`src/hw/rtl/wsb_pkg.sv`:
```
// Wheel speed balancer package: sequencer state type, CSR indexes and request codes.
// No dependencies; used by wheel_speed_balancer.
`default_nettype none

package wsb_pkg;

   typedef enum logic [3:0] {
      ST_IDLE,
      ST_DELTA,
      ST_RATIO,
      ST_MUL,
      ST_OVER,
      ST_SUM,
      ST_CLAMP,
      ST_DIV,
      ST_DONE
   } state_type;

   localparam int CSR_IDX_BITS = 2;

   localparam logic [CSR_IDX_BITS-1:0] CSR_MIN_PWM      = 2'd0;
   localparam logic [CSR_IDX_BITS-1:0] CSR_MAX_PWM      = 2'd1;
   localparam logic [CSR_IDX_BITS-1:0] CSR_LEFT_TARGET  = 2'd2;
   localparam logic [CSR_IDX_BITS-1:0] CSR_RIGHT_TARGET = 2'd3;

   localparam logic REQ_BEGIN  = 1'b0;
   localparam logic REQ_SAMPLE = 1'b1;

   // Reset value of the upper drive limit, truncated to the drive width.
   localparam int MAX_PWM_RESET = 1023;

   // Fraction bits of the speed ratio and its output width.
   localparam int RATIO_FRAC_BITS = 8;
   localparam int RATIO_BITS      = 16;

endpackage

`default_nettype wire

```
`src/hw/rtl/wheel_speed_balancer.sv`:
```
// Wheel speed balancer: sequencer plus one shared add/subtract unit for all products and quotients.
// Depends on wsb_pkg.
`default_nettype none

// Balances two wheel drive values from encoder samples. A begin item loads the start drive into
// both wheels and clears the encoder baselines; a sample item forms the tick deltas, and when the
// smaller delta is nonzero rescales both drives by the speed ratio, moves overshoot of one wheel to
// the other and clamps both to [min_pwm, max_pwm]. Items are handled one at a time through a single
// adder that does restoring division and shift-add multiplication one bit per cycle. A begin item
// goes from acceptance straight to completion, a sample with a zero delta through the delta step
// to completion, and an adjusting sample through the deltas, the ratio division, the four
// products, overshoot, sums, then for each wheel a range check and, when in range, a final
// truncating division, and completion. Completion also waits while the previous result is
// uncollected. req_ready is high only while the sequencer is idle; a finished result waits in the
// output register, so the next item can be taken before the previous one is collected.
module wheel_speed_balancer #(
   parameter int PWM_BITS   = 10,
   parameter int COUNT_BITS = 16,
   localparam int CSR_BITS  = (PWM_BITS > COUNT_BITS) ? PWM_BITS : COUNT_BITS
) (
   input  wire                                  clock,
   input  wire                                  reset,

   input  wire                                  req_valid,
   output logic                                 req_ready,
   input  wire                                  req_type,
   input  wire  [PWM_BITS-1:0]                  req_start_pwm,
   input  wire  [COUNT_BITS-1:0]                req_left_count,
   input  wire  [COUNT_BITS-1:0]                req_right_count,

   output logic                                 rsp_valid,
   input  wire                                  rsp_ready,
   output logic [PWM_BITS-1:0]                  rsp_left_drive,
   output logic [PWM_BITS-1:0]                  rsp_right_drive,
   output logic [wsb_pkg::RATIO_BITS-1:0]       rsp_speed_ratio,
   output logic                                 rsp_adjusted,
   output logic                                 rsp_move_done,

   input  wire                                  csr_valid,
   output logic                                 csr_ready,
   input  wire  [wsb_pkg::CSR_IDX_BITS-1:0]     csr_index,
   input  wire  [CSR_BITS-1:0]                  csr_wdata
);

   localparam int P   = PWM_BITS;
   localparam int C   = COUNT_BITS;
   localparam int RB  = wsb_pkg::RATIO_BITS;
   localparam int XW  = P + C + 4;                       // scaled drive values, signed
   localparam int FW  = C + 3;                           // scale factors, signed
   localparam int AW  = XW + 1;                          // shared adder
   localparam int QW  = C + wsb_pkg::RATIO_FRAC_BITS;    // ratio quotient
   localparam int SW  = XW;                              // operand bit shifter
   localparam int RW  = C + 1;                           // division remainder
   localparam int CW  = $clog2(QW);

   // state and configuration
   wsb_pkg::state_type state_ff, state_in;
   logic [P-1:0]  min_pwm_ff, min_pwm_in, max_pwm_ff, max_pwm_in;
   logic [C-1:0]  left_target_ff, left_target_in, right_target_ff, right_target_in;
   logic [C-1:0]  base_left_ff, base_left_in, base_right_ff, base_right_in;
   logic [P-1:0]  drive_left_ff, drive_left_in, drive_right_ff, drive_right_in;

   // item working registers
   logic [C-1:0]  lc_ff, lc_in, rc_ff, rc_in;
   logic [C-1:0]  mx_ff, mx_in, mn_ff, mn_in;
   logic          left_fast_ff, left_fast_in;
   logic signed [FW-1:0] fl_ff, fl_in, fr_ff, fr_in;
   logic [SW-1:0] sh_ff, sh_in;
   logic [RW-1:0] rem_ff, rem_in;
   logic [QW-1:0] q_ff, q_in;
   logic [CW-1:0] cnt_ff, cnt_in;
   logic [1:0]    mi_ff, mi_in;
   logic signed [XW-1:0] acc_ff, acc_in;
   logic signed [XW-1:0] xp_ff [4];
   logic signed [XW-1:0] xp_in [4];
   logic signed [XW-1:0] ol_ff, ol_in, or_ff, or_in;
   logic signed [XW-1:0] yl_ff, yl_in, yr_ff, yr_in;
   logic          ws_ff, ws_in;
   logic [RB-1:0] ratio_ff, ratio_in;
   logic          adj_ff, adj_in, done_ff, done_in;

   // result register
   logic          rsp_valid_ff, rsp_valid_in;
   logic [P-1:0]  rsp_left_ff, rsp_left_in, rsp_right_ff, rsp_right_in;
   logic [RB-1:0] rsp_ratio_ff, rsp_ratio_in;
   logic          rsp_adj_ff, rsp_adj_in, rsp_done_ff, rsp_done_in;

   // shared adder
   logic signed [AW-1:0] alu_a, alu_b, alu_out;
   logic                 alu_sub;
   logic [RW-1:0]        divisor;
   logic signed [FW-1:0] mcand;
   logic signed [FW-1:0] dscale;

   // combinational helpers
   logic [C-1:0]     dl, dr;
   logic             gt;
   logic [RW:0]      shifted;
   logic             qbit;
   logic [QW-1:0]    q_next;
   logic [QW+RB-1:0] q_wide;
   logic [P-1:0]     mplier_next;
   logic signed [FW-1:0] f_sub, f_add;
   logic signed [XW-1:0] y_sel, lod, hid;

   assign dscale  = {2'b00, mn_ff, 1'b0};
   assign divisor = (state_ff == wsb_pkg::ST_RATIO) ? {1'b0, mn_ff} : {mn_ff, 1'b0};

   always_comb begin
      case (mi_ff)
         2'd0:    mcand = fl_ff;
         2'd1:    mcand = fr_ff;
         default: mcand = dscale;
      endcase
   end

   // operand selection for the shared unit
   always_comb begin
      alu_a   = '0;
      alu_b   = '0;
      alu_sub = 1'b0;
      case (state_ff)
         wsb_pkg::ST_RATIO, wsb_pkg::ST_DIV: begin
            alu_a   = {{(AW-RW-1){1'b0}}, rem_ff, sh_ff[SW-1]};
            alu_b   = {{(AW-RW){1'b0}}, divisor};
            alu_sub = 1'b1;
         end
         wsb_pkg::ST_MUL: begin
            alu_a = {acc_ff, 1'b0};
            alu_b = sh_ff[SW-1] ? {{(AW-FW){mcand[FW-1]}}, mcand} : '0;
         end
         default: begin
            alu_sub = 1'b0;
         end
      endcase
   end

   assign alu_out = alu_sub ? (alu_a - alu_b) : (alu_a + alu_b);

   assign dl      = lc_ff - base_left_ff;
   assign dr      = rc_ff - base_right_ff;
   assign gt      = dl > dr;
   assign shifted = {rem_ff, sh_ff[SW-1]};
   assign qbit    = !alu_out[AW-1];
   assign q_next  = {q_ff[QW-2:0], qbit};
   assign q_wide  = {{RB{1'b0}}, q_next};
   assign f_sub   = {3'b000, mn_ff} + {2'b00, mn_ff, 1'b0} - {3'b000, mx_ff};
   assign f_add   = {3'b000, mn_ff} + {3'b000, mx_ff};
   assign y_sel   = ws_ff ? yr_ff : yl_ff;
   assign lod     = xp_ff[2];
   assign hid     = xp_ff[3];

   always_comb begin
      case (mi_ff)
         2'd0:    mplier_next = drive_right_ff;
         2'd1:    mplier_next = min_pwm_ff;
         default: mplier_next = max_pwm_ff;
      endcase
   end

   always_comb begin
      state_in        = state_ff;
      min_pwm_in      = min_pwm_ff;
      max_pwm_in      = max_pwm_ff;
      left_target_in  = left_target_ff;
      right_target_in = right_target_ff;
      base_left_in    = base_left_ff;
      base_right_in   = base_right_ff;
      drive_left_in   = drive_left_ff;
      drive_right_in  = drive_right_ff;
      lc_in           = lc_ff;
      rc_in           = rc_ff;
      mx_in           = mx_ff;
      mn_in           = mn_ff;
      left_fast_in    = left_fast_ff;
      fl_in           = fl_ff;
      fr_in           = fr_ff;
      sh_in           = sh_ff;
      rem_in          = rem_ff;
      q_in            = q_ff;
      cnt_in          = cnt_ff;
      mi_in           = mi_ff;
      acc_in          = acc_ff;
      xp_in           = xp_ff;
      ol_in           = ol_ff;
      or_in           = or_ff;
      yl_in           = yl_ff;
      yr_in           = yr_ff;
      ws_in           = ws_ff;
      ratio_in        = ratio_ff;
      adj_in          = adj_ff;
      done_in         = done_ff;
      rsp_left_in     = rsp_left_ff;
      rsp_right_in    = rsp_right_ff;
      rsp_ratio_in    = rsp_ratio_ff;
      rsp_adj_in      = rsp_adj_ff;
      rsp_done_in     = rsp_done_ff;
      rsp_valid_in    = rsp_valid_ff && !rsp_ready;

      if (csr_valid) begin
         case (csr_index)
            wsb_pkg::CSR_MIN_PWM:      min_pwm_in      = csr_wdata[P-1:0];
            wsb_pkg::CSR_MAX_PWM:      max_pwm_in      = csr_wdata[P-1:0];
            wsb_pkg::CSR_LEFT_TARGET:  left_target_in  = csr_wdata[C-1:0];
            wsb_pkg::CSR_RIGHT_TARGET: right_target_in = csr_wdata[C-1:0];
            default:                   min_pwm_in      = min_pwm_ff;
         endcase
      end

      case (state_ff)
         wsb_pkg::ST_IDLE: begin
            if (req_valid) begin
               lc_in = req_left_count;
               rc_in = req_right_count;
               if (req_type == wsb_pkg::REQ_BEGIN) begin
                  drive_left_in  = req_start_pwm;
                  drive_right_in = req_start_pwm;
                  base_left_in   = '0;
                  base_right_in  = '0;
                  done_in        = (left_target_ff == '0) && (right_target_ff == '0);
                  adj_in         = 1'b0;
                  ratio_in       = '0;
                  state_in       = wsb_pkg::ST_DONE;
               end else begin
                  state_in = wsb_pkg::ST_DELTA;
               end
            end
         end

         wsb_pkg::ST_DELTA: begin
            mx_in        = gt ? dl : dr;
            mn_in        = gt ? dr : dl;
            left_fast_in = gt;
            done_in      = (lc_ff >= left_target_ff) && (rc_ff >= right_target_ff);
            ratio_in     = '0;
            adj_in       = 1'b0;
            if ((gt ? dr : dl) == '0) begin
               state_in = wsb_pkg::ST_DONE;
            end else begin
               adj_in        = 1'b1;
               base_left_in  = lc_ff;
               base_right_in = rc_ff;
               rem_in        = '0;
               q_in          = '0;
               sh_in         = {(gt ? dl : dr), {wsb_pkg::RATIO_FRAC_BITS{1'b0}},
                                {(SW-QW){1'b0}}};
               cnt_in        = CW'(QW-1);
               state_in      = wsb_pkg::ST_RATIO;
            end
         end

         wsb_pkg::ST_RATIO: begin
            // one quotient bit of (max << 8) / min per cycle
            rem_in = qbit ? alu_out[RW-1:0] : shifted[RW-1:0];
            q_in   = q_next;
            sh_in  = sh_ff << 1;
            cnt_in = cnt_ff - CW'(1);
            fl_in  = left_fast_ff ? f_sub : f_add;
            fr_in  = left_fast_ff ? f_add : f_sub;
            if (cnt_ff == '0) begin
               ratio_in = (|q_wide[QW+RB-1:RB]) ? {RB{1'b1}} : q_next[RB-1:0];
               sh_in    = {drive_left_ff, {(SW-P){1'b0}}};
               acc_in   = '0;
               mi_in    = 2'd0;
               cnt_in   = CW'(P-1);
               state_in = wsb_pkg::ST_MUL;
            end
         end

         wsb_pkg::ST_MUL: begin
            // products: left drive, right drive, min*D, max*D; multiplier MSB first
            acc_in = alu_out[XW-1:0];
            sh_in  = sh_ff << 1;
            cnt_in = cnt_ff - CW'(1);
            if (cnt_ff == '0) begin
               xp_in[mi_ff] = alu_out[XW-1:0];
               acc_in       = '0;
               if (mi_ff == 2'd3) begin
                  state_in = wsb_pkg::ST_OVER;
               end else begin
                  mi_in  = mi_ff + 2'd1;
                  sh_in  = {mplier_next, {(SW-P){1'b0}}};
                  cnt_in = CW'(P-1);
               end
            end
         end

         wsb_pkg::ST_OVER: begin
            if (xp_ff[0] < lod) begin
               ol_in = lod - xp_ff[0];
            end else if (xp_ff[0] > hid) begin
               ol_in = hid - xp_ff[0];
            end else begin
               ol_in = '0;
            end
            if (xp_ff[1] < lod) begin
               or_in = lod - xp_ff[1];
            end else if (xp_ff[1] > hid) begin
               or_in = hid - xp_ff[1];
            end else begin
               or_in = '0;
            end
            state_in = wsb_pkg::ST_SUM;
         end

         wsb_pkg::ST_SUM: begin
            // each wheel takes the other wheel's overshoot
            yl_in    = xp_ff[0] + or_ff;
            yr_in    = xp_ff[1] + ol_ff;
            ws_in    = 1'b0;
            state_in = wsb_pkg::ST_CLAMP;
         end

         wsb_pkg::ST_CLAMP: begin
            if ((y_sel < lod) || (y_sel > hid)) begin
               if (ws_ff) begin
                  drive_right_in = (y_sel < lod) ? min_pwm_ff : max_pwm_ff;
                  state_in       = wsb_pkg::ST_DONE;
               end else begin
                  drive_left_in = (y_sel < lod) ? min_pwm_ff : max_pwm_ff;
                  ws_in         = 1'b1;
               end
            end else begin
               // in range: quotient fits the drive width, so start with the upper bits
               rem_in   = y_sel[P+RW-1:P];
               sh_in    = {y_sel[P-1:0], {(SW-P){1'b0}}};
               q_in     = '0;
               cnt_in   = CW'(P-1);
               state_in = wsb_pkg::ST_DIV;
            end
         end

         wsb_pkg::ST_DIV: begin
            rem_in = qbit ? alu_out[RW-1:0] : shifted[RW-1:0];
            q_in   = q_next;
            sh_in  = sh_ff << 1;
            cnt_in = cnt_ff - CW'(1);
            if (cnt_ff == '0) begin
               if (ws_ff) begin
                  drive_right_in = q_next[P-1:0];
                  state_in       = wsb_pkg::ST_DONE;
               end else begin
                  drive_left_in = q_next[P-1:0];
                  ws_in         = 1'b1;
                  state_in      = wsb_pkg::ST_CLAMP;
               end
            end
         end

         wsb_pkg::ST_DONE: begin
            // hold until the result register is free
            if (!rsp_valid_ff || rsp_ready) begin
               rsp_valid_in = 1'b1;
               rsp_left_in  = drive_left_ff;
               rsp_right_in = drive_right_ff;
               rsp_ratio_in = ratio_ff;
               rsp_adj_in   = adj_ff;
               rsp_done_in  = done_ff;
               state_in     = wsb_pkg::ST_IDLE;
            end
         end

         default: begin
            state_in = wsb_pkg::ST_IDLE;
         end
      endcase
   end

   always_ff @(posedge clock) begin
      if (reset) begin
         state_ff        <= wsb_pkg::ST_IDLE;
         min_pwm_ff      <= '0;
         max_pwm_ff      <= P'(wsb_pkg::MAX_PWM_RESET);
         left_target_ff  <= '0;
         right_target_ff <= '0;
         base_left_ff    <= '0;
         base_right_ff   <= '0;
         drive_left_ff   <= '0;
         drive_right_ff  <= '0;
         rsp_valid_ff    <= 1'b0;
      end else begin
         state_ff        <= state_in;
         min_pwm_ff      <= min_pwm_in;
         max_pwm_ff      <= max_pwm_in;
         left_target_ff  <= left_target_in;
         right_target_ff <= right_target_in;
         base_left_ff    <= base_left_in;
         base_right_ff   <= base_right_in;
         drive_left_ff   <= drive_left_in;
         drive_right_ff  <= drive_right_in;
         rsp_valid_ff    <= rsp_valid_in;
      end
   end

   always_ff @(posedge clock) begin
      lc_ff        <= lc_in;
      rc_ff        <= rc_in;
      mx_ff        <= mx_in;
      mn_ff        <= mn_in;
      left_fast_ff <= left_fast_in;
      fl_ff        <= fl_in;
      fr_ff        <= fr_in;
      sh_ff        <= sh_in;
      rem_ff       <= rem_in;
      q_ff         <= q_in;
      cnt_ff       <= cnt_in;
      mi_ff        <= mi_in;
      acc_ff       <= acc_in;
      xp_ff        <= xp_in;
      ol_ff        <= ol_in;
      or_ff        <= or_in;
      yl_ff        <= yl_in;
      yr_ff        <= yr_in;
      ws_ff        <= ws_in;
      ratio_ff     <= ratio_in;
      adj_ff       <= adj_in;
      done_ff      <= done_in;
      rsp_left_ff  <= rsp_left_in;
      rsp_right_ff <= rsp_right_in;
      rsp_ratio_ff <= rsp_ratio_in;
      rsp_adj_ff   <= rsp_adj_in;
      rsp_done_ff  <= rsp_done_in;
   end

   assign req_ready       = (state_ff == wsb_pkg::ST_IDLE);
   assign csr_ready       = 1'b1;
   assign rsp_valid       = rsp_valid_ff;
   assign rsp_left_drive  = rsp_left_ff;
   assign rsp_right_drive = rsp_right_ff;
   assign rsp_speed_ratio = rsp_ratio_ff;
   assign rsp_adjusted    = rsp_adj_ff;
   assign rsp_move_done   = rsp_done_ff;

   a_ratio_at_least_one: assert property (@(posedge clock) disable iff (reset)
      rsp_valid && rsp_adjusted |-> rsp_speed_ratio >= RB'(256))
      else $error("adjusted item with speed ratio below one");

   a_ratio_zero_when_idle: assert property (@(posedge clock) disable iff (reset)
      rsp_valid && !rsp_adjusted |-> rsp_speed_ratio == '0)
      else $error("unadjusted item with nonzero speed ratio");

   a_drives_in_limits: assert property (@(posedge clock) disable iff (reset)
      rsp_valid && rsp_adjusted && (min_pwm_ff <= max_pwm_ff) |->
         (rsp_left_drive >= min_pwm_ff) && (rsp_left_drive <= max_pwm_ff) &&
         (rsp_right_drive >= min_pwm_ff) && (rsp_right_drive <= max_pwm_ff))
      else $error("adjusted drive outside the configured limits");

   a_result_from_done: assert property (@(posedge clock) disable iff (reset)
      $rose(rsp_valid_ff) |-> $past(state_ff) == wsb_pkg::ST_DONE)
      else $error("result raised outside the completion step");

endmodule

`default_nettype wire
```
`config.mk`:
```
export PLATFORM = sky130hd
export DESIGN_NAME = wheel_speed_balancer
export DESIGN_NICKNAME = d
export VERILOG_FILES = /design/src/hw/rtl/wsb_pkg.sv /design/src/hw/rtl/wheel_speed_balancer.sv
export SDC_FILE = /design/constraint.sdc
export NUM_CORES = 2
export LEC_CHECK = 0
export ABC_AREA = 1
export BUFFER_PORTS_ARGS = -buffer_cell sky130_fd_sc_hd__buf_2
export CORE_MARGIN = 5
export CORE_UTILIZATION = 69
export DETAILED_ROUTE_END_ITERATION = 7
export PLACE_DENSITY = 0.84
export SLEW_MARGIN = 15
export SYNTH_ARGS = -nofsm -noshare
export SYNTH_HDL_FRONTEND = slang
export SYNTH_SLANG_ARGS = --single-unit
```
`constraint.sdc`:
```
create_clock -name clock -period 15.5 [get_ports clock]
set_input_delay 0.775 -clock clock [delete_from_list [all_inputs] [get_ports clock]]
set_output_delay 0.775 -clock clock [all_outputs]
set_load 0.1 [all_outputs]
```
==> summary by stage <==
Power and ir drop
The clock network burns 18.7% of the power. The leakage power is 20.93 nW. The power density over the cells is 193.0 mW/mm^2. Across the VDD grid, the largest voltage drop is 194.2 uV. The switching part of the total power is 46.87%. The internal power is 4.642 mW. The power dissipated by switching net loads is 4.095 mW.

Combinational cells account for roughly half of the total power. Registers are responsible for just over 30% of the overall power.

Timing
The final-layout worst hold slack is 321.3 ps. The final clock skew is 31.19 ps. After layout, the minimum clock period comes to 5971 ps. The final setup violation count is 0.

Static timing analysis puts the maximum clock frequency at 0.1675 GHz. The minimum setup slack in the final design is 9529 ps. The post-route clock period utilization is 38.52%. Setup repair after global routing left no endpoint under its margin. The number of pins with negative max-slew slack in the final report was 0. For the final routed database, the setup TNS stands at 0 ps.

The final count of hold timing violations came to 0. The worst pin sits at a relative slew slack of 23.67%. The slew of the pin with the lowest slew margin is 1142 ps.

Synthesis
Counting flops and latches in the post-synthesis netlist gives 601. After synthesis, the netlist uses 64 different library cells. The average footprint of a synthesized cell is just over 8 sq um. The post-synthesis instance total is 5,115. The fraction of registers with async set/reset is 0%. The count of synthesis-stage warnings from yosys is 0. The sequential-to-total area share from yosys stat is 40.67%. Synthesis produced a netlist with a net count of between 5k and 6k.

The total standard cell area after synthesis is approximately 0.042 sq mm. In the synthesized netlist the dominant register cell turns out to be edfxtp_1. The number of synthesized flops with an enable pin is 492.

Clock network
Counting the buffers created by CTS gives between 60 and 70. The clock reaches the later pin of the worst-skew pair after about 630 ps. The root buffer cell is clkbuf_16.

The number of H-tree levels is 3. Buffers added to address setup during post-CTS repair amount to 0. The TritonCTS clock tree is yes. Clock tree synthesis found a total of approximately 600 sinks. The number of hold buffers added after CTS was 0. The clock transition at the register clock pins on the worst setup and hold paths after CTS is ~60 ps. The maximum count of clock buffers along a single path is 3. The count of instances resized after the clock tree is built is 0.

Global routing
The maximum number of pins on one net before global-route repair is 71. The number of antenna violations at the first check in global routing came to 2. The global routing usage summed across all routing layers is 40.11%. The via count of the first global-routing pass is 36.98k. The final global-route overflow total is 0. The first global-routing pass estimated ~200 mm of wire.

Critical path
STA puts the critical path data required time at approximately 16,000 ps. The kind of start point of the critical path is a register. STA classifies the critical path endpoint as a register. Of all nets on the critical path, the largest fanout is 48.

The endpoint arrival time on the critical path is roughly 6300 ps. The critical path is of the reg2reg type.

Die
The region available for standard cell placement spans 0.06013 sq mm. The row count is 90. The die area is 0.06544 sq mm. The count of pins on the block boundary is around 110. Once the floorplan was initialized, standard cells occupied around 69% of the core.

The die is roughly 260 microns tall. The x dimension of the die is 255.8 microns.

Final layout
The total number of nets in the final design is 5,684. The library cells used most frequently in the layout, excluding fill and tap cells, are nand2_1, inv_1, edfxtp_1. Compared with the post-synthesis result, the final layout area differs by 8.567%. The final standard cell utilization of the core is 75.28%. Of the cells placed in the final design, the portion with a size suffix greater than 1 is about 6.3%. The most common cell after layout, fill and taps aside is nand2_1.

Detailed routing
The first TritonRoute pass finished after 6 iterations. The average routed wire per standard cell is approximately 22 microns. The detailed-route vias per instance is 6.206.

The count of antenna-violating nets left after detailed routing is 0. The final route contains 37.52k vias. The violation count after the first detailed-routing iteration is 4,137. The number of remaining DRC errors is 0. The sum of routed wire length over all layers is 135.6 mm.

Run status
The flow ran to the end, and the final reports show no timing, DRC or antenna violations.

Min path
In this run the worst hold path is classified as in2reg.

Placed design
The weighted congestion at the end of routability-driven global placement is about 1.1. Summed over all nets, the half-perimeter wirelength after detailed placement is 105.5 mm. The port buffer count is 105.

Prior to clock tree synthesis, the placed netlist has a worst setup slack of 9667 ps.

Run
The number of max-capacitance violations reported is 0.
## power by group through the flow
stage | sequential, mW | combinational [mW] | clock, mW
after floorplan | 2.72 | 2.95 | 0
after global placement | 2.66 | 4.21 | 0
after detailed placement | 2.66 | 4.32 | 0
after CTS | 2.63 | 4.36 | 1.63
after global routing | 2.66 | 4.90 | 1.71
final | 2.64 | 4.46 | 1.63
## cells in the mapped netlist, drive strengths merged, types with 2 or more instances
cell type	n	area share (%)
dfxtp	109	5.2
and3	3	0.045
o31ai	7	0.13
o22ai	8	0.12
fa	26	1.2
nor2	422	3.9
nand3	249	3.0
or3	7	0.11
nand2	1184	11
xnor2	79	1.7
nand3b	13	0.23
or2	7	0.11
o221ai	5	0.11
xor2	160	3.4
a21o	33	0.59
clkbuf	79	0.71
nand4	49	0.74
o21bai	19	0.34
a221oi	23	0.48
a22o	2	0.042
o2111ai	4	0.084
o211ai	37	0.69
a21oi	429	5.2
a31oi	40	0.60
nor3	51	0.61
a211oi	8	0.14
o221a	2	0.054
inv	749	6.8
ha	384	12
nor4	16	0.24
edfxtp	492	35
buf	34	0.56
mux2	5	0.14
a21boi	21	0.38
and2	5	0.075
o21ai	336	4.1
o21a	9	0.16
## final cells by class
class,count,area [sq um]
multi-input cells,3651,21490
fillers,4486,14870
diodes,1,2.502
flip-flops and latches,601,16960
clock inverters,39,372.9
repair buffers,138,773.2
inverters,749,2819
well taps,782,978.4
clock buffers,84,1876
## state kept, by name, indices dropped and copies added (netlist names), 30 cells and up
register,cells
lod,30
ol_ff,30
acc_ff,30
yl_ff,30
or_ff,30
hid,30
yr_ff,30
xp_ff,60
## worst max-delay path, cell delays in order (launching register included)
cell and delay [ps]:
dfxtp_1 390, inv_2 110, nor2_2 50, nand2_4 400, nand2_4 410, inv_2 820, o21ai_2 220, nor2_1 180
nand4_1 150, nor2_2 210, nand4_1 390, nand3_1 240, ha_1 300, a21o_1 220, a21oi_1 150, inv_1 70
a21oi_1 120, o211ai_1 90, a21oi_1 280, nand3_1 170, nand2_2 390, nand2_1 90, nand3_1 110, nand2_1 70
## per-stage QoR
stage,power [mW],instance area [sq um],instances
after floorplan,5.672,41700,5115
after global placement,6.872,43010,5921
after detailed placement,6.985,43010,5921
after CTS,8.626,45260,6044
after global routing,9.262,45260,6044
final,8.737,45270,6045
## kinds of logic (layout without fill, tap and decap cells)
group | count (synthesis) | count (layout) | synth area share, %
adders and majority gates | 410 | 410 | 12.77
buffers and inverters | 863 | 1010 | 8.057
DFF | 601 | 601 | 40.67
xor gates and xnor gates | 239 | 239 | 5.020
other | 1 | 2 | 0.008994
muxes | 6 | 6 | 0.1590
and+or+nand+nor | 2008 | 2008 | 20.07
AOI/OAI and AO/OA | 987 | 987 | 13.24
## layer usage
layer / routed length [microns] / share of wire (%) / vias to the layer above / GRT usage (%)
li1: - / - / 17387 / -
met1: 46740 / 34 / 17288 / 44.67
met2: 64100 / 47 / 2228 / 68.85
met3: 12950 / 9.6 / 612 / 8.326
met4: 11770 / 8.7 / 0 / 28.16
met5: 0 / 0 / - / 0
## path summary, 6_finish.rpt
check / startpoint / end / cells past startpoint / slack (ps)
max: state_ff[1] / rem_ff[2] / 23 / 9530
min: req_left_count[13] / lc_ff[13] / 1 / 320
max reg2reg: state_ff[1] / rem_ff[2] / 23 / 9530
min reg2reg: ratio_ff[3] / rsp_speed_ratio[3] / 0 / 420
Note: power is estimated with default switching activity, not from simulation.
